<file path="src/rtl/sqtc_pkg.sv">
// Shared types and constants for the square tone channel controller.
// No dependencies; compile first.
package sqtc_pkg;

   localparam int unsigned DIV_W      = 18;
   localparam int unsigned DIVISOR_W  = 16;
   localparam int unsigned DIV_STEPS  = DIV_W;
   localparam int unsigned DIV_CNT_W  = $clog2(DIV_STEPS + 1);
   localparam int unsigned FRAMES_W   = 12;
   localparam int unsigned PERIOD_W   = 11;
   localparam int unsigned FIFO_DEPTH = 2;
   localparam int unsigned FIFO_PTR_W = $clog2(FIFO_DEPTH);
   localparam int unsigned FIFO_CNT_W = $clog2(FIFO_DEPTH + 1);

   localparam int unsigned DUR_W       = 17;
   localparam int unsigned FRM_SHIFT   = 25;
   localparam int unsigned FRM_RECIP_W = 26;
   localparam int unsigned FRM_PROD_W  = DUR_W + FRM_RECIP_W;
   localparam int unsigned FRM_QUO_W   = FRM_PROD_W - FRM_SHIFT;

   localparam logic [1:0] REQ_TONE = 2'd0;
   localparam logic [1:0] REQ_TICK = 2'd1;
   localparam logic [1:0] REQ_STOP = 2'd2;

   localparam logic [1:0] CMD_TONE = 2'd0;
   localparam logic [1:0] CMD_TICK = 2'd1;
   localparam logic [1:0] CMD_STOP = 2'd2;

   localparam logic [1:0] SEL_SWEEP = 2'd0;
   localparam logic [1:0] SEL_ENV   = 2'd1;
   localparam logic [1:0] SEL_FREQ  = 2'd2;

   localparam logic [15:0]         ENV_RESET   = 16'hF080;
   localparam logic [15:0]         RESTART_BIT = 16'h8000;
   localparam logic [15:0]         HZ_MIN      = 16'd64;
   localparam logic [15:0]         HZ_MAX      = 16'd20000;
   localparam logic [DIV_W-1:0]    PERIOD_NUM  = 18'd131072;
   localparam logic [FRAMES_W-1:0] PERIOD_BASE = 12'd2048;
   localparam logic [FRAMES_W-1:0] FRAMES_MAX  = 12'd4095;

   typedef struct packed {
      logic [1:0]  kind;
      logic [15:0] freq_hz;
      logic [15:0] duration_ms;
   } cmd_type;

   typedef struct packed {
      logic                 start;
      logic [DIV_W-1:0]     dividend;
      logic [DIVISOR_W-1:0] divisor;
   } div_req_type;

   typedef struct packed {
      logic             done;
      logic [DIV_W-1:0] quotient;
   } div_rsp_type;

endpackage

</file>
<file path="src/rtl/sqtc_if.sv">
// Valid/ready channel interfaces for requests and register-write responses.
// No dependencies.
interface sqtc_req_if;
   logic        valid;
   logic        ready;
   logic [1:0]  req_type;
   logic [15:0] freq_hz;
   logic [15:0] duration_ms;

   modport source (output valid, req_type, freq_hz, duration_ms, input ready);
   modport sink (input valid, req_type, freq_hz, duration_ms, output ready);
endinterface

interface sqtc_rsp_if;
   logic        valid;
   logic        ready;
   logic [1:0]  reg_select;
   logic [15:0] reg_value;
   logic        tone_active;
   logic        last;

   modport source (output valid, reg_select, reg_value, tone_active, last, input ready);
   modport sink (input valid, reg_select, reg_value, tone_active, last, output ready);
endinterface

</file>
<file path="src/rtl/sqtc_front.sv">
// Request front end: accepts requests and classifies them into commands.
// Depends on sqtc_pkg and sqtc_req_if.
module sqtc_front (
   sqtc_req_if.sink           req_bus,
   input  logic               fifo_full,
   output logic               push,
   output sqtc_pkg::cmd_type  push_cmd
);
   import sqtc_pkg::*;

   logic keep;

   assign req_bus.ready = !fifo_full;

   always_comb begin
      keep          = 1'b1;
      push_cmd.freq_hz     = req_bus.freq_hz;
      push_cmd.duration_ms = req_bus.duration_ms;
      unique case (req_bus.req_type)
         REQ_TONE: begin
            if (req_bus.freq_hz == 16'd0 || req_bus.duration_ms == 16'd0) begin
               push_cmd.kind = CMD_STOP;
            end else begin
               push_cmd.kind = CMD_TONE;
            end
         end
         REQ_TICK: push_cmd.kind = CMD_TICK;
         REQ_STOP: push_cmd.kind = CMD_STOP;
         default: begin
            push_cmd.kind = CMD_STOP;
            keep          = 1'b0;
         end
      endcase
   end

   assign push = req_bus.valid && !fifo_full && keep;

endmodule

</file>
<file path="src/rtl/sqtc_fifo.sv">
// Short command queue between the front end and the back end.
// Depends on sqtc_pkg.
module sqtc_fifo (
   input  logic               clock,
   input  logic               reset,
   input  logic               push,
   input  sqtc_pkg::cmd_type  push_cmd,
   output logic               full,
   input  logic               pop,
   output logic               empty,
   output sqtc_pkg::cmd_type  pop_cmd
);
   import sqtc_pkg::*;

   cmd_type                 mem_ff [FIFO_DEPTH];
   logic [FIFO_PTR_W-1:0]   wr_ptr_ff, wr_ptr_in;
   logic [FIFO_PTR_W-1:0]   rd_ptr_ff, rd_ptr_in;
   logic [FIFO_CNT_W-1:0]   count_ff, count_in;

   assign full    = (count_ff == FIFO_CNT_W'(FIFO_DEPTH));
   assign empty   = (count_ff == '0);
   assign pop_cmd = mem_ff[rd_ptr_ff];

   always_comb begin
      wr_ptr_in = wr_ptr_ff;
      rd_ptr_in = rd_ptr_ff;
      count_in  = count_ff;
      if (push) begin
         wr_ptr_in = (wr_ptr_ff == FIFO_PTR_W'(FIFO_DEPTH - 1)) ? '0 : wr_ptr_ff + 1'b1;
      end
      if (pop) begin
         rd_ptr_in = (rd_ptr_ff == FIFO_PTR_W'(FIFO_DEPTH - 1)) ? '0 : rd_ptr_ff + 1'b1;
      end
      if (push && !pop) begin
         count_in = count_ff + 1'b1;
      end else if (pop && !push) begin
         count_in = count_ff - 1'b1;
      end
   end

   always_ff @(posedge clock) begin
      if (reset) begin
         wr_ptr_ff <= '0;
         rd_ptr_ff <= '0;
         count_ff  <= '0;
      end else begin
         wr_ptr_ff <= wr_ptr_in;
         rd_ptr_ff <= rd_ptr_in;
         count_ff  <= count_in;
      end
   end

   always_ff @(posedge clock) begin
      if (push) begin
         mem_ff[wr_ptr_ff] <= push_cmd;
      end
   end

endmodule

</file>
<file path="src/rtl/sqtc_div.sv">
// Restoring divider, one quotient bit per cycle.
// Depends on sqtc_pkg.
module sqtc_div (
   input  logic                  clock,
   input  logic                  reset,
   input  sqtc_pkg::div_req_type div_req,
   output sqtc_pkg::div_rsp_type div_rsp
);
   import sqtc_pkg::*;

   logic [DIVISOR_W-1:0] rem_ff, rem_in;
   logic [DIV_W-1:0]     quo_ff, quo_in;
   logic [DIVISOR_W-1:0] dvs_ff, dvs_in;
   logic [DIV_CNT_W-1:0] cnt_ff, cnt_in;
   logic                 busy_ff, busy_in;
   logic                 done_ff, done_in;
   logic [DIVISOR_W:0]   shifted;
   logic [DIVISOR_W:0]   diff;
   logic                 ge;

   assign shifted = {rem_ff, quo_ff[DIV_W-1]};
   assign ge      = shifted >= {1'b0, dvs_ff};
   assign diff    = shifted - {1'b0, dvs_ff};

   always_comb begin
      rem_in  = rem_ff;
      quo_in  = quo_ff;
      dvs_in  = dvs_ff;
      cnt_in  = cnt_ff;
      busy_in = busy_ff;
      done_in = 1'b0;
      if (div_req.start) begin
         rem_in  = '0;
         quo_in  = div_req.dividend;
         dvs_in  = div_req.divisor;
         cnt_in  = DIV_CNT_W'(DIV_STEPS);
         busy_in = 1'b1;
      end else if (busy_ff) begin
         rem_in = ge ? diff[DIVISOR_W-1:0] : shifted[DIVISOR_W-1:0];
         quo_in = {quo_ff[DIV_W-2:0], ge};
         cnt_in = cnt_ff - 1'b1;
         if (cnt_ff == DIV_CNT_W'(1)) begin
            busy_in = 1'b0;
            done_in = 1'b1;
         end
      end
   end

   always_ff @(posedge clock) begin
      if (reset) begin
         busy_ff <= 1'b0;
         done_ff <= 1'b0;
         cnt_ff  <= '0;
      end else begin
         busy_ff <= busy_in;
         done_ff <= done_in;
         cnt_ff  <= cnt_in;
      end
   end

   always_ff @(posedge clock) begin
      rem_ff <= rem_in;
      quo_ff <= quo_in;
      dvs_ff <= dvs_in;
   end

   assign div_rsp.done     = done_ff;
   assign div_rsp.quotient = quo_ff;

endmodule

</file>
<file path="src/rtl/sqtc_back.sv">
// Back end: tone state, period and frame computation, register-write sequencing.
// Depends on sqtc_pkg and sqtc_rsp_if; drives the divider in sqtc_div through its ports.
module sqtc_back #(
   parameter int unsigned FRAME_MS = 17
) (
   input  logic                  clock,
   input  logic                  reset,
   input  logic                  csr_we,
   input  logic [15:0]           csr_wdata,
   input  logic                  fifo_empty,
   input  sqtc_pkg::cmd_type     pop_cmd,
   output logic                  pop,
   output sqtc_pkg::div_req_type div_req,
   input  sqtc_pkg::div_rsp_type div_rsp,
   sqtc_rsp_if.source            rsp_bus
);
   import sqtc_pkg::*;

   localparam logic [1:0] ST_IDLE    = 2'd0;
   localparam logic [1:0] ST_DIV_PER = 2'd1;
   localparam logic [1:0] ST_EMIT    = 2'd2;

   localparam logic [FRM_RECIP_W-1:0] FRAME_RECIP =
      FRM_RECIP_W'(((32'd1 << FRM_SHIFT) + FRAME_MS - 1) / FRAME_MS);

   logic [1:0]          state_ff, state_in;
   logic [FRAMES_W-1:0] frames_ff, frames_in;
   logic                tone_on_ff, tone_on_in;
   logic [15:0]         env_ff, env_in;
   logic [DUR_W-1:0]    dur_ff, dur_in;
   logic [PERIOD_W-1:0] period_ff, period_in;
   logic                seq_tone_ff, seq_tone_in;
   logic [1:0]          idx_ff, idx_in;
   logic                rsp_valid_ff, rsp_valid_in;
   logic [1:0]          rsp_sel_ff, rsp_sel_in;
   logic [15:0]         rsp_value_ff, rsp_value_in;
   logic                rsp_active_ff, rsp_active_in;
   logic                rsp_last_ff, rsp_last_in;

   logic                  out_free;
   logic [15:0]           hz_clamped;
   logic [FRAMES_W-1:0]   n_full;
   logic [FRM_PROD_W-1:0] frm_prod;
   logic [FRM_QUO_W-1:0]  frm_quo;
   logic [1:0]            emit_sel;
   logic [15:0]           emit_value;
   logic                  emit_last;

   assign out_free = !rsp_valid_ff || rsp_bus.ready;

   always_comb begin
      if (pop_cmd.freq_hz < HZ_MIN) begin
         hz_clamped = HZ_MIN;
      end else if (pop_cmd.freq_hz > HZ_MAX) begin
         hz_clamped = HZ_MAX;
      end else begin
         hz_clamped = pop_cmd.freq_hz;
      end
   end

   assign n_full = PERIOD_BASE - div_rsp.quotient[FRAMES_W-1:0];

   assign frm_prod = FRM_PROD_W'(dur_ff) * FRM_PROD_W'(FRAME_RECIP);
   assign frm_quo  = frm_prod[FRM_PROD_W-1:FRM_SHIFT];

   always_comb begin
      emit_sel   = SEL_FREQ;
      emit_value = '0;
      emit_last  = 1'b1;
      if (seq_tone_ff) begin
         case (idx_ff)
            2'd0: begin
               emit_sel  = SEL_SWEEP;
               emit_last = 1'b0;
            end
            2'd1: begin
               emit_sel   = SEL_ENV;
               emit_value = env_ff;
               emit_last  = 1'b0;
            end
            default: emit_value = RESTART_BIT | {5'd0, period_ff};
         endcase
      end else if (idx_ff == 2'd0) begin
         emit_sel  = SEL_ENV;
         emit_last = 1'b0;
      end
   end

   always_comb begin
      state_in      = state_ff;
      frames_in     = frames_ff;
      tone_on_in    = tone_on_ff;
      env_in        = csr_we ? csr_wdata : env_ff;
      dur_in        = dur_ff;
      period_in     = period_ff;
      seq_tone_in   = seq_tone_ff;
      idx_in        = idx_ff;
      rsp_valid_in  = rsp_valid_ff && !rsp_bus.ready;
      rsp_sel_in    = rsp_sel_ff;
      rsp_value_in  = rsp_value_ff;
      rsp_active_in = rsp_active_ff;
      rsp_last_in   = rsp_last_ff;
      pop           = 1'b0;
      div_req.start    = 1'b0;
      div_req.dividend = PERIOD_NUM;
      div_req.divisor  = hz_clamped;
      unique case (state_ff)
         ST_IDLE: begin
            if (!fifo_empty) begin
               pop    = 1'b1;
               idx_in = '0;
               unique case (pop_cmd.kind)
                  CMD_TONE: begin
                     dur_in        = DUR_W'(pop_cmd.duration_ms) + DUR_W'(FRAME_MS - 1);
                     div_req.start = 1'b1;
                     state_in      = ST_DIV_PER;
                  end
                  CMD_TICK: begin
                     if (tone_on_ff) begin
                        if (frames_ff <= FRAMES_W'(1)) begin
                           frames_in   = '0;
                           tone_on_in  = 1'b0;
                           seq_tone_in = 1'b0;
                           state_in    = ST_EMIT;
                        end else begin
                           frames_in = frames_ff - 1'b1;
                        end
                     end
                  end
                  default: begin
                     frames_in   = '0;
                     tone_on_in  = 1'b0;
                     seq_tone_in = 1'b0;
                     state_in    = ST_EMIT;
                  end
               endcase
            end
         end
         ST_DIV_PER: begin
            if (div_rsp.done) begin
               period_in   = n_full[PERIOD_W-1:0];
               frames_in   = (frm_quo > FRM_QUO_W'(FRAMES_MAX)) ?
                             FRAMES_MAX : frm_quo[FRAMES_W-1:0];
               tone_on_in  = 1'b1;
               seq_tone_in = 1'b1;
               state_in    = ST_EMIT;
            end
         end
         default: begin
            if (out_free) begin
               rsp_valid_in  = 1'b1;
               rsp_sel_in    = emit_sel;
               rsp_value_in  = emit_value;
               rsp_active_in = seq_tone_ff;
               rsp_last_in   = emit_last;
               idx_in        = idx_ff + 1'b1;
               if (emit_last) begin
                  state_in = ST_IDLE;
               end
            end
         end
      endcase
   end

   always_ff @(posedge clock) begin
      if (reset) begin
         state_ff     <= ST_IDLE;
         frames_ff    <= '0;
         tone_on_ff   <= 1'b0;
         env_ff       <= ENV_RESET;
         rsp_valid_ff <= 1'b0;
         seq_tone_ff  <= 1'b0;
         idx_ff       <= '0;
      end else begin
         state_ff     <= state_in;
         frames_ff    <= frames_in;
         tone_on_ff   <= tone_on_in;
         env_ff       <= env_in;
         rsp_valid_ff <= rsp_valid_in;
         seq_tone_ff  <= seq_tone_in;
         idx_ff       <= idx_in;
      end
   end

   always_ff @(posedge clock) begin
      dur_ff        <= dur_in;
      period_ff     <= period_in;
      rsp_sel_ff    <= rsp_sel_in;
      rsp_value_ff  <= rsp_value_in;
      rsp_active_ff <= rsp_active_in;
      rsp_last_ff   <= rsp_last_in;
   end

   assign rsp_bus.valid       = rsp_valid_ff;
   assign rsp_bus.reg_select  = rsp_sel_ff;
   assign rsp_bus.reg_value   = rsp_value_ff;
   assign rsp_bus.tone_active = rsp_active_ff;
   assign rsp_bus.last        = rsp_last_ff;

endmodule

</file>
<file path="src/rtl/square_tone_channel_controller.sv">
// Square tone channel controller top level.
// Depends on sqtc_pkg, sqtc_if, sqtc_front, sqtc_fifo, sqtc_div and sqtc_back.
//
// Requests arrive on req_bus (tone, frame tick or stop) and turn into channel
// register writes on rsp_bus, one write per response, with last marking the
// final write of a request. csr_we/csr_wdata load the envelope word used when
// a tone starts; write it only while the block is idle.
// A tone request runs one 18-step restoring division for the period while a
// reciprocal multiply gives the frame count, and then its writes leave one
// per cycle while the receiver is ready. A stop, or a tick that ends the
// tone, goes straight to the emit state for its writes; other ticks retire
// with no write. A two-entry queue lets requests be taken while the back end
// works; req_bus.ready drops only when it is full. Reset clears the queue,
// stops the tone, zeroes the frame count and loads the envelope word with
// 0xF080. When the receiver stalls, the pending write holds in the output
// register and the sequencer waits behind it.
module square_tone_channel_controller #(
   parameter int unsigned FRAME_MS = 17
) (
   input  logic        clock,
   input  logic        reset,
   sqtc_req_if.sink    req_bus,
   sqtc_rsp_if.source  rsp_bus,
   input  logic        csr_we,
   input  logic [15:0] csr_wdata
);
   import sqtc_pkg::*;

   logic        fifo_full;
   logic        fifo_empty;
   logic        push;
   logic        pop;
   cmd_type     push_cmd;
   cmd_type     pop_cmd;
   div_req_type div_req;
   div_rsp_type div_rsp;

   sqtc_front u_front (
      .req_bus   (req_bus),
      .fifo_full (fifo_full),
      .push      (push),
      .push_cmd  (push_cmd)
   );

   sqtc_fifo u_fifo (
      .clock    (clock),
      .reset    (reset),
      .push     (push),
      .push_cmd (push_cmd),
      .full     (fifo_full),
      .pop      (pop),
      .empty    (fifo_empty),
      .pop_cmd  (pop_cmd)
   );

   sqtc_div u_div (
      .clock   (clock),
      .reset   (reset),
      .div_req (div_req),
      .div_rsp (div_rsp)
   );

   sqtc_back #(
      .FRAME_MS (FRAME_MS)
   ) u_back (
      .clock      (clock),
      .reset      (reset),
      .csr_we     (csr_we),
      .csr_wdata  (csr_wdata),
      .fifo_empty (fifo_empty),
      .pop_cmd    (pop_cmd),
      .pop        (pop),
      .div_req    (div_req),
      .div_rsp    (div_rsp),
      .rsp_bus    (rsp_bus)
   );

endmodule

</file>
<file path="src/flat_wrapper.sv">
// flat-port wrapper written by rule: the top's interface ports become plain ports
module square_tone_channel_controller_flat import sqtc_pkg::*;
#(
   parameter int unsigned FRAME_MS = 17
)
  (clock, reset, csr_we, csr_wdata, req_bus_valid, req_bus_req_type, req_bus_freq_hz, req_bus_duration_ms, req_bus_ready, rsp_bus_valid, rsp_bus_reg_select, rsp_bus_reg_value, rsp_bus_tone_active, rsp_bus_last, rsp_bus_ready);
  sqtc_req_if req_bus_i ();
  sqtc_rsp_if rsp_bus_i ();
  input  logic clock;
  input  logic reset;
  input  logic csr_we;
  input  logic [15:0] csr_wdata;
  input wire logic [$bits(req_bus_i.valid)-1:0] req_bus_valid;
  input wire logic [$bits(req_bus_i.req_type)-1:0] req_bus_req_type;
  input wire logic [$bits(req_bus_i.freq_hz)-1:0] req_bus_freq_hz;
  input wire logic [$bits(req_bus_i.duration_ms)-1:0] req_bus_duration_ms;
  output wire logic [$bits(req_bus_i.ready)-1:0] req_bus_ready;
  output wire logic [$bits(rsp_bus_i.valid)-1:0] rsp_bus_valid;
  output wire logic [$bits(rsp_bus_i.reg_select)-1:0] rsp_bus_reg_select;
  output wire logic [$bits(rsp_bus_i.reg_value)-1:0] rsp_bus_reg_value;
  output wire logic [$bits(rsp_bus_i.tone_active)-1:0] rsp_bus_tone_active;
  output wire logic [$bits(rsp_bus_i.last)-1:0] rsp_bus_last;
  input wire logic [$bits(rsp_bus_i.ready)-1:0] rsp_bus_ready;
  assign req_bus_i.valid = req_bus_valid;
  assign req_bus_i.req_type = req_bus_req_type;
  assign req_bus_i.freq_hz = req_bus_freq_hz;
  assign req_bus_i.duration_ms = req_bus_duration_ms;
  assign req_bus_ready = req_bus_i.ready;
  assign rsp_bus_valid = rsp_bus_i.valid;
  assign rsp_bus_reg_select = rsp_bus_i.reg_select;
  assign rsp_bus_reg_value = rsp_bus_i.reg_value;
  assign rsp_bus_tone_active = rsp_bus_i.tone_active;
  assign rsp_bus_last = rsp_bus_i.last;
  assign rsp_bus_i.ready = rsp_bus_ready;
  square_tone_channel_controller #(.FRAME_MS(FRAME_MS)) u_core (.clock(clock), .reset(reset), .req_bus(req_bus_i), .rsp_bus(rsp_bus_i), .csr_we(csr_we), .csr_wdata(csr_wdata));
endmodule
</file>
<file path="config.mk">
export PLATFORM = sky130hd
export DESIGN_NAME = square_tone_channel_controller_flat
export DESIGN_NICKNAME = d
export VERILOG_FILES = /design/src/rtl/sqtc_pkg.sv /design/src/rtl/sqtc_if.sv /design/src/rtl/sqtc_front.sv /design/src/rtl/sqtc_fifo.sv /design/src/rtl/sqtc_div.sv /design/src/rtl/sqtc_back.sv /design/src/rtl/square_tone_channel_controller.sv /design/src/flat_wrapper.sv
export SDC_FILE = /design/constraint.sdc
export NUM_CORES = 1
export LEC_CHECK = 0
export ABC_AREA = 1
export BUFFER_PORTS_ARGS = -buffer_cell sky130_fd_sc_hd__buf_2
export CAP_MARGIN = 20
export CORE_ASPECT_RATIO = 2
export CORE_UTILIZATION = 25
export CTS_CLUSTER_SIZE = 30
export DETAILED_ROUTE_END_ITERATION = 8
export GPL_ROUTABILITY_DRIVEN = 0
export REMOVE_ABC_BUFFERS = 1
export SYNTH_ARGS = -nofsm -noshare
export SYNTH_HDL_FRONTEND = slang
export SYNTH_HIERARCHICAL = 1
export SYNTH_SLANG_ARGS = --single-unit
</file>
<file path="constraint.sdc">
create_clock -name clock -period 5 [get_ports clock]
set_input_delay 0.5 -clock clock [delete_from_list [all_inputs] [get_ports clock]]
set_output_delay 0.5 -clock clock [all_outputs]
set_load 0.02 [all_outputs]
</file>
==> results.json, run 1 <==
{
  "outcome": "complete, but fails checks",
  "violations": "negative setup slack",
  "critPathMaxStageDelay_ns": 0.56,
  "ff2ff_path_depth": 21,
  "drt_iter0_markers": 483,
  "hold_violations": 0,
  "drc_errors": 0,
  "routed_wl_mm": 47.84,
  "synth_cell_types": 58,
  "netlist_instances": 1922,
  "yosys.area_share.simple_pct": 19.26,
  "critPathSlowestCell": "fa_2",
  "rows": 134,
  "synth_compound_area_share_pct": 5.726,
  "cap_violations": 0,
  "avgSynthCellArea_um2": 8.788,
  "synthXorXnorAreaFrac_pct": 2.074,
  "synth_top_family_by_area": "adder cells",
  "nFillCells": 7150,
  "fin_cells": 3041,
  "slew_headroom_pct": 32.66,
  "drtAntennaViolNets": 0,
  "vias_per_cell": 4.274,
  "path_class": "reg -> reg",
  "drive_gt1_share_pct": 25.65,
  "async_flop_share_pct": 0,
  "start_util_pct": 25.31,
  "setup_viol": 12,
  "synth.area.top_cells": "edfxtp_1, fa_1, ha_1",
  "grt_max_degree": 55,
  "cp.buffers_inverters": 4,
  "ctsHoldBuffers": 0,
  "coreArea_mm2": 0.06673,
  "dieArea_mm2": 0.06867,
  "tightest_slew_ns": 1.009,
  "cts_num_sinks": 212,
  "antenna_found_initial": 1,
  "yosysMostFrequentCell": "nand2_1",
  "rrSetupSlack_ns": -0.21,
  "setup_ws_ns": -0.2077,
  "critical_path_required_ns": 5.41,
  "placed_area_mm2": 0.01912,
  "critPathTopFamily": "adder cells",
  "finClkSkew_ns": 0.02594,
  "yosysWarnings": 6,
  "fin_nets": 2458,
  "htree_num_levels": 1,
  "pin_count": 77,
  "synthTopCellsByCount": "nand2_1, inv_1, nor2_1",
  "clk_pin_slew_ns": 0.07,
  "period_share_pct": 104.2,
  "synth_edf_count": 149,
  "crit_path_max_fanout": 3,
  "hold_path_depth": 1,
  "timing.fmax_mhz": 192.0,
  "die_h_um": 369.6,
  "syn2layout_area_growth_pct": 23.19,
  "seq_area_frac_synth_pct": 33.96,
  "yosys-mux-area-fraction_pct": 2.934,
  "rr_endpoint": "u_core/u_back/frames_ff[3]",
  "hold_class": "in -> reg",
  "min_from": "req_bus_duration_ms[8]",
  "wire_per_inst_um": 15.73,
  "grt.overflow.total": 0,
  "final_area_mm2": 0.02081,
  "numPlacedInstances": 2986,
  "netlist.area_leader.share_pct": 26.49,
  "dieWidth_um": 185.8,
  "grt_usage_pct": 14.45,
  "numPortBuffers": 76,
  "drt_first_pass_iters": 7,
  "r2r_start": "u_core/u_back/dur_ff[12]",
  "grt_pass1_vias": 14030,
  "syn_area_mm2": 0.01689,
  "rsz0062_at_grt": "yes",
  "clk_latency_ns": 0.54,
  "worstHoldEndpoint": "u_core/u_fifo/mem_ff[1][8]",
  "synthFlopType": "edfxtp_1",
  "synth_adder_area_share_pct": 24.19,
  "cts_buffer_depth": 3,
  "critPathArrivalTime_ns": 5.62,
  "startpoint_type": "flop",
  "dp_slack_ns": -0.8461,
  "crit_cells": 21,
  "drv_slew": 0,
  "synth_seq_cells": 212,
  "numCtsBuffers": 22,
  "vias": 13000,
  "grt_pass1_wl_mm": 74.15,
  "synth.largest_area_cell": "edfxtp_1",
  "fin_crit_ns": 5.208,
  "worst_setup_path_end_kind": "flop",
  "cts_tree": "done",
  "crit_chain": "fa_2 -> ha_4 -> inv_2 -> fa_1 -> inv_2 -> fa_1 -> inv_1 -> fa_2 -> inv_2 -> fa_2 -> ha_4 -> a21oi_2 -> a21boi_2 -> nor2_1 -> nor2_2 -> nor2_1 -> nor2_1 -> a21o_2 -> nand3_1 -> a21oi_1 -> nor2_1",
  "root_buffer": "clkbuf_16",
  "crit_path_frequent_cell": "nor2_1",
  "hold_slack_ns": 0.1587,
  "hpwlAfterDp_mm": 38.82
}
==> flip-flops by register name (all words and copies together) (netlist names), named ones only <==
signal                             flops
u_core/u_div/done_ff                   1
u_core/u_back/rsp_bus.valid            1
u_core/u_back/seq_tone_ff              1
u_core/u_back/dur_ff                  17
u_core/u_back/tone_on_ff               1
u_core/u_back/env_ff                  16
u_core/u_back/rsp_bus.reg_select       2
u_core/u_fifo/mem_ff                  68
u_core/u_back/rsp_bus.reg_value       16
u_core/u_back/state_ff                 2
u_core/u_div/dvs_ff                   16
u_core/u_back/rsp_bus.tone_active      1
u_core/u_div/quo_ff                   18
u_core/u_div/cnt_ff                    5
u_core/u_back/frames_ff               12
u_core/u_fifo/count_ff                 2
u_core/u_back/idx_ff                   2
u_core/u_div/rem_ff                   16
u_core/u_div/busy_ff                   1
u_core/u_back/period_ff               11
u_core/u_fifo/wr_ptr_ff                1
u_core/u_fifo/rd_ptr_ff                1
==> worst register-to-register path, cell delays in order, from the launching register on <==
cell and delay [ns]:
edfxtp_1 0.48, fa_2 0.57, ha_4 0.29, inv_2 0.03
fa_1 0.56, inv_2 0.05, fa_1 0.53, inv_1 0.05
fa_2 0.53, inv_2 0.04, fa_2 0.54, ha_4 0.22
a21oi_2 0.15, a21boi_2 0.20, nor2_1 0.09, nor2_2 0.18
nor2_1 0.06, nor2_1 0.13, a21o_2 0.14, nand3_1 0.06
a21oi_1 0.13, nor2_1 0.05
==> repair_timing <==
item	CTS	global route
buffers inserted	11	2
pin swaps	93	33
cloned	1	0
resized for setup	136	59
endpoints found under the setup margin	12	12
==> how the worst max path moves through the flow <==
stage	endpoint	slack (ns)	startpoint
6_report	u_core/u_back/frames_ff[3]	-0.21	u_core/u_back/dur_ff[12]
5_1_grt	u_core/u_back/frames_ff[2]	-0.44	u_core/u_back/dur_ff[5]
4_1_cts	u_core/u_back/frames_ff[1]	-0.22	u_core/u_back/dur_ff[7]
3_5_place_dp	u_core/u_back/frames_ff[8]	-0.85	u_core/u_back/dur_ff[14]
3_3_place_gp	u_core/u_back/frames_ff[8]	-0.78	u_core/u_back/dur_ff[14]
2_1_floorplan	u_core/u_div/quo_ff[0]	-0.75	flop
==> logic make-up after synthesis <==
family | count (synthesis)
XOR/XNOR | 40
flip-flops | 212
multiplexers | 34
other | 2
AND/OR/NAND/NOR | 748
AO/OA/AOI/OAI | 169
buffers and inverters | 454
adder cells (fa/ha/maj) | 263
==> metal layers <==
metal / wire length (um) / global-route usage [%] / vias to the layer above / share of wire [%]
li1: - / - / 6464 / -
met1: 14570 / 11.77 / 6148 / 30
met2: 27720 / 29.49 / 236 / 58
met3: 1223 / 1.476 / 148 / 2.6
met4: 4322 / 12.09 / 0 / 9.0
met5: 0 / 0 / - / 0
==> stage by stage <==
step | TNS, ns | util (%)
final | -2.009 | 31.18
after global routing | -4.537 | 31.18
after CTS | -2.416 | 30.82
after detailed placement | -8.383 | 28.65
after global placement | -7.783 | 28.65
after floorplan | -27.65 | -
==> cells in the final DEF (no fill, tap or decap), drive strengths merged, types with 6 or more instances in the layout <==
master | synthesis | final
nand2 | 415 | 416
inv | 375 | 375
buf | 64 | 254
nor2 | 179 | 179
ha | 157 | 157
edfxtp | 149 | 149
fa | 106 | 106
nand3 | 94 | 94
a21oi | 80 | 80
dfxtp | 63 | 63
o21ai | 56 | 56
mux2 | 34 | 34
clkbuf | 14 | 27
xor2 | 26 | 26
nor3 | 22 | 22
conb | 2 | 19
xnor2 | 14 | 14
nand4 | 12 | 12
a21o | 9 | 9
nor4 | 8 | 8
clkinv | 1 | 8
a31oi | 7 | 7
o21bai | 6 | 6
==> layout make-up <==
| cell class | count | area (um2) | share of cell area (%) |
|---|---|---|---|
| Multi-Input combinational cell | 1274 | 10010 | 48.10 |
| Sequential cell | 212 | 5737 | 27.57 |
| Timing Repair Buffer | 254 | 1763 | 8.473 |
| Inverter | 376 | 1416 | 6.807 |
| Tap cell | 884 | 1106 | 5.316 |
| Clock buffer | 27 | 590.6 | 2.838 |
| Clock inverter | 13 | 183.9 | 0.8840 |
| Antenna cell | 1 | 2.502 | 0.01203 |
Power of run 1 is not shown: default switching activity piles up to over one toggle a cycle in this logic, so the estimate is an artifact.
==> inputs of run 2 (changes only) <==
- CORE_UTILIZATION: 25 -> 57
- PLACE_DENSITY: not set -> 0.78
==> run 2 against run 1 <==
Net effect: the run still ends with negative setup slack left; critical path type unchanged; wire length up 3.4%; register-to-register slack worse by 0.22 ns; global-route usage up 19 points.
==> results.json, run 2 (synthesized netlist as in run 1, its figures left out) <==
{
  "outcome": "complete, but fails checks",
  "violations": "negative setup slack",
  "cts_num_sinks": 212,
  "critPathSlowestCell": "fa_2",
  "period_share_pct": 108.6,
  "final_cell_mix": "nand2_1, inv_1, nor2_1",
  "setup_viol": 12,
  "cap_violations": 0,
  "setup_ws_ns": -0.4285,
  "timing.fmax_mhz": 184.2,
  "critical_path_required_ns": 5.41,
  "drt_first_pass_iters": 6,
  "tightest_slew_ns": 1.071,
  "hold_violations": 0,
  "drtAntennaViolNets": 0,
  "cts_buffer_depth": 3,
  "drive_gt1_share_pct": 23.56,
  "grt_pass1_wl_mm": 74.07,
  "start_util_pct": 58.33,
  "pin_count": 77,
  "worst_setup_path_end_kind": "flop",
  "dieWidth_um": 123.7,
  "top_register": "u_core/u_fifo/mem_ff",
  "die_h_um": 245.4,
  "cts_tree": "done",
  "crit_chain": "buf_6 -> ha_2 -> fa_2 -> ha_4 -> inv_1 -> fa_2 -> inv_2 -> fa_1 -> inv_1 -> fa_1 -> inv_1 -> ha_4 -> buf_4 -> nand2_1 -> inv_1 -> a21oi_1 -> o21bai_1 -> a31oi_1 -> nand2_1 -> nand2_1 -> nand3_2 -> nand2_2 -> a21oi_2",
  "grt_usage_pct": 33.03,
  "wl_met1_mm": 15.24,
  "top_layer": "met4",
  "tns_ns": -4.555,
  "grt.overflow.total": 0,
  "critPathMaxStageDelay_ns": 0.67,
  "hpwlAfterDp_mm": 33.76,
  "dieArea_mm2": 0.03037,
  "critPathArrivalTime_ns": 5.84,
  "ctsHoldBuffers": 0,
  "drv_slew": 0,
  "drt_iter0_markers": 918,
  "coreArea_mm2": 0.02896,
  "routed_wl_mm": 49.46,
  "numCtsBuffers": 20,
  "rsz0062_at_grt": "yes",
  "clk_pin_slew_ns": 0.07,
  "slew_headroom_pct": 28.45,
  "hold_class": "in -> reg",
  "vias_per_cell": 5.632,
  "nFillCells": 2013,
  "cp.buffers_inverters": 7,
  "wl_met3_mm": 3.290,
  "largest_register_ffs": 68,
  "antenna_found_initial": 0,
  "fin_nets": 2426,
  "grt_pass1_vias": 14800,
  "final_common_cell": "nand2_1",
  "root_buffer": "clkbuf_16",
  "vias": 13980,
  "fin_crit_ns": 5.429,
  "drc_errors": 0,
  "finClkSkew_ns": 0.01054,
  "rows": 88,
  "crit_path_max_fanout": 3,
  "wire_per_inst_um": 19.93,
  "startpoint_type": "flop",
  "crit_path_frequent_cell": "inv_1",
  "wl_met2_mm": 25.73,
  "htree_num_levels": 1,
  "diodes": 0,
  "path_class": "reg -> reg",
  "syn2layout_area_growth_pct": 17.65,
  "grt_max_degree": 55,
  "critPathTopFamily": "adder cells",
  "numPortBuffers": 76,
  "clk_latency_ns": 0.53,
  "top_regs": "u_core/u_fifo/mem_ff (68), u_core/u_div/quo_ff (18), u_core/u_back/dur_ff (17)"
}
==> run 2: path summary, 6_finish.rpt <==
kind	from	endpoint	slack, ns	cells past startpoint
worst max register to register	u_core/u_back/dur_ff[11]	u_core/u_back/frames_ff[11]	-0.43	23
worst min-delay path	req_bus_freq_hz[8]	u_core/u_fifo/mem_ff[0][24]	0.18	1
worst max-delay path	u_core/u_back/dur_ff[11]	u_core/u_back/frames_ff[11]	-0.43	23
worst min register to register	u_core/u_back/env_ff[14]	u_core/u_back/env_ff[14]	0.46	2
==> run 2: routing by layer <==
layer / global-route usage, % / vias up
met2: 59.56 / 636
met5: 0 / -
met3: 8.558 / 326
met4: 28.21 / 0
li1: - / 6404
met1: 29.32 / 6612
==> run 2: repair_timing <==
| item | in CTS | in global routing |
|---|---|---|
| setup buffers | 14 | 6 |
| cloned | 1 | 0 |
| endpoints found under the setup margin | 12 | 12 |
| pin swaps | 75 | 60 |
| gates resized for setup | 104 | 78 |
==> run 2: stage by stage <==
| stage | cell area (um2) | setup slack [ns] | hold slack, ns | util (%) | cells |
|---|---|---|---|---|---|
| 2_1_floorplan | 16370 | -0.7523 | 0.4287 | - | 1861 |
| 3_3_place_gp | 18170 | -0.3554 | 0.4395 | 62.76 | 2424 |
| 3_5_place_dp | 18170 | -0.4821 | 0.4422 | 62.76 | 2424 |
| 4_1_cts | 19480 | -0.1795 | 0.1815 | 67.27 | 2475 |
| 5_1_grt | 19870 | -0.5806 | 0.1657 | 68.62 | 2482 |
| 6_report | 19870 | -0.4285 | 0.1752 | 68.62 | 2482 |
==> run 2: cell type report <==
cell class | count | area [um2] | share of cell area (%)
inverters | 376 | 1414 | 7.115
repair buffers | 224 | 1529 | 7.694
clock buffers | 23 | 533.0 | 2.682
well taps | 360 | 450.4 | 2.267
multi-input cells | 1274 | 10010 | 50.39
flip-flops and latches | 212 | 5737 | 28.87
clock inverters | 13 | 195.2 | 0.9822
==> run 2: worst register-to-register path, delay by kind of cell (launching register included) <==
| family | cells | cell delay [ns] |
|---|---|---|
| buffers and inverters | 7 | 0.63 |
| AND/OR/NAND/NOR | 5 | 0.44 |
| adder cells (fa/ha/maj) | 7 | 3.04 |
| flip-flops | 1 | 0.54 |
| AO/OA/AOI/OAI | 4 | 0.67 |
Power of run 2 is left out for the same reason.
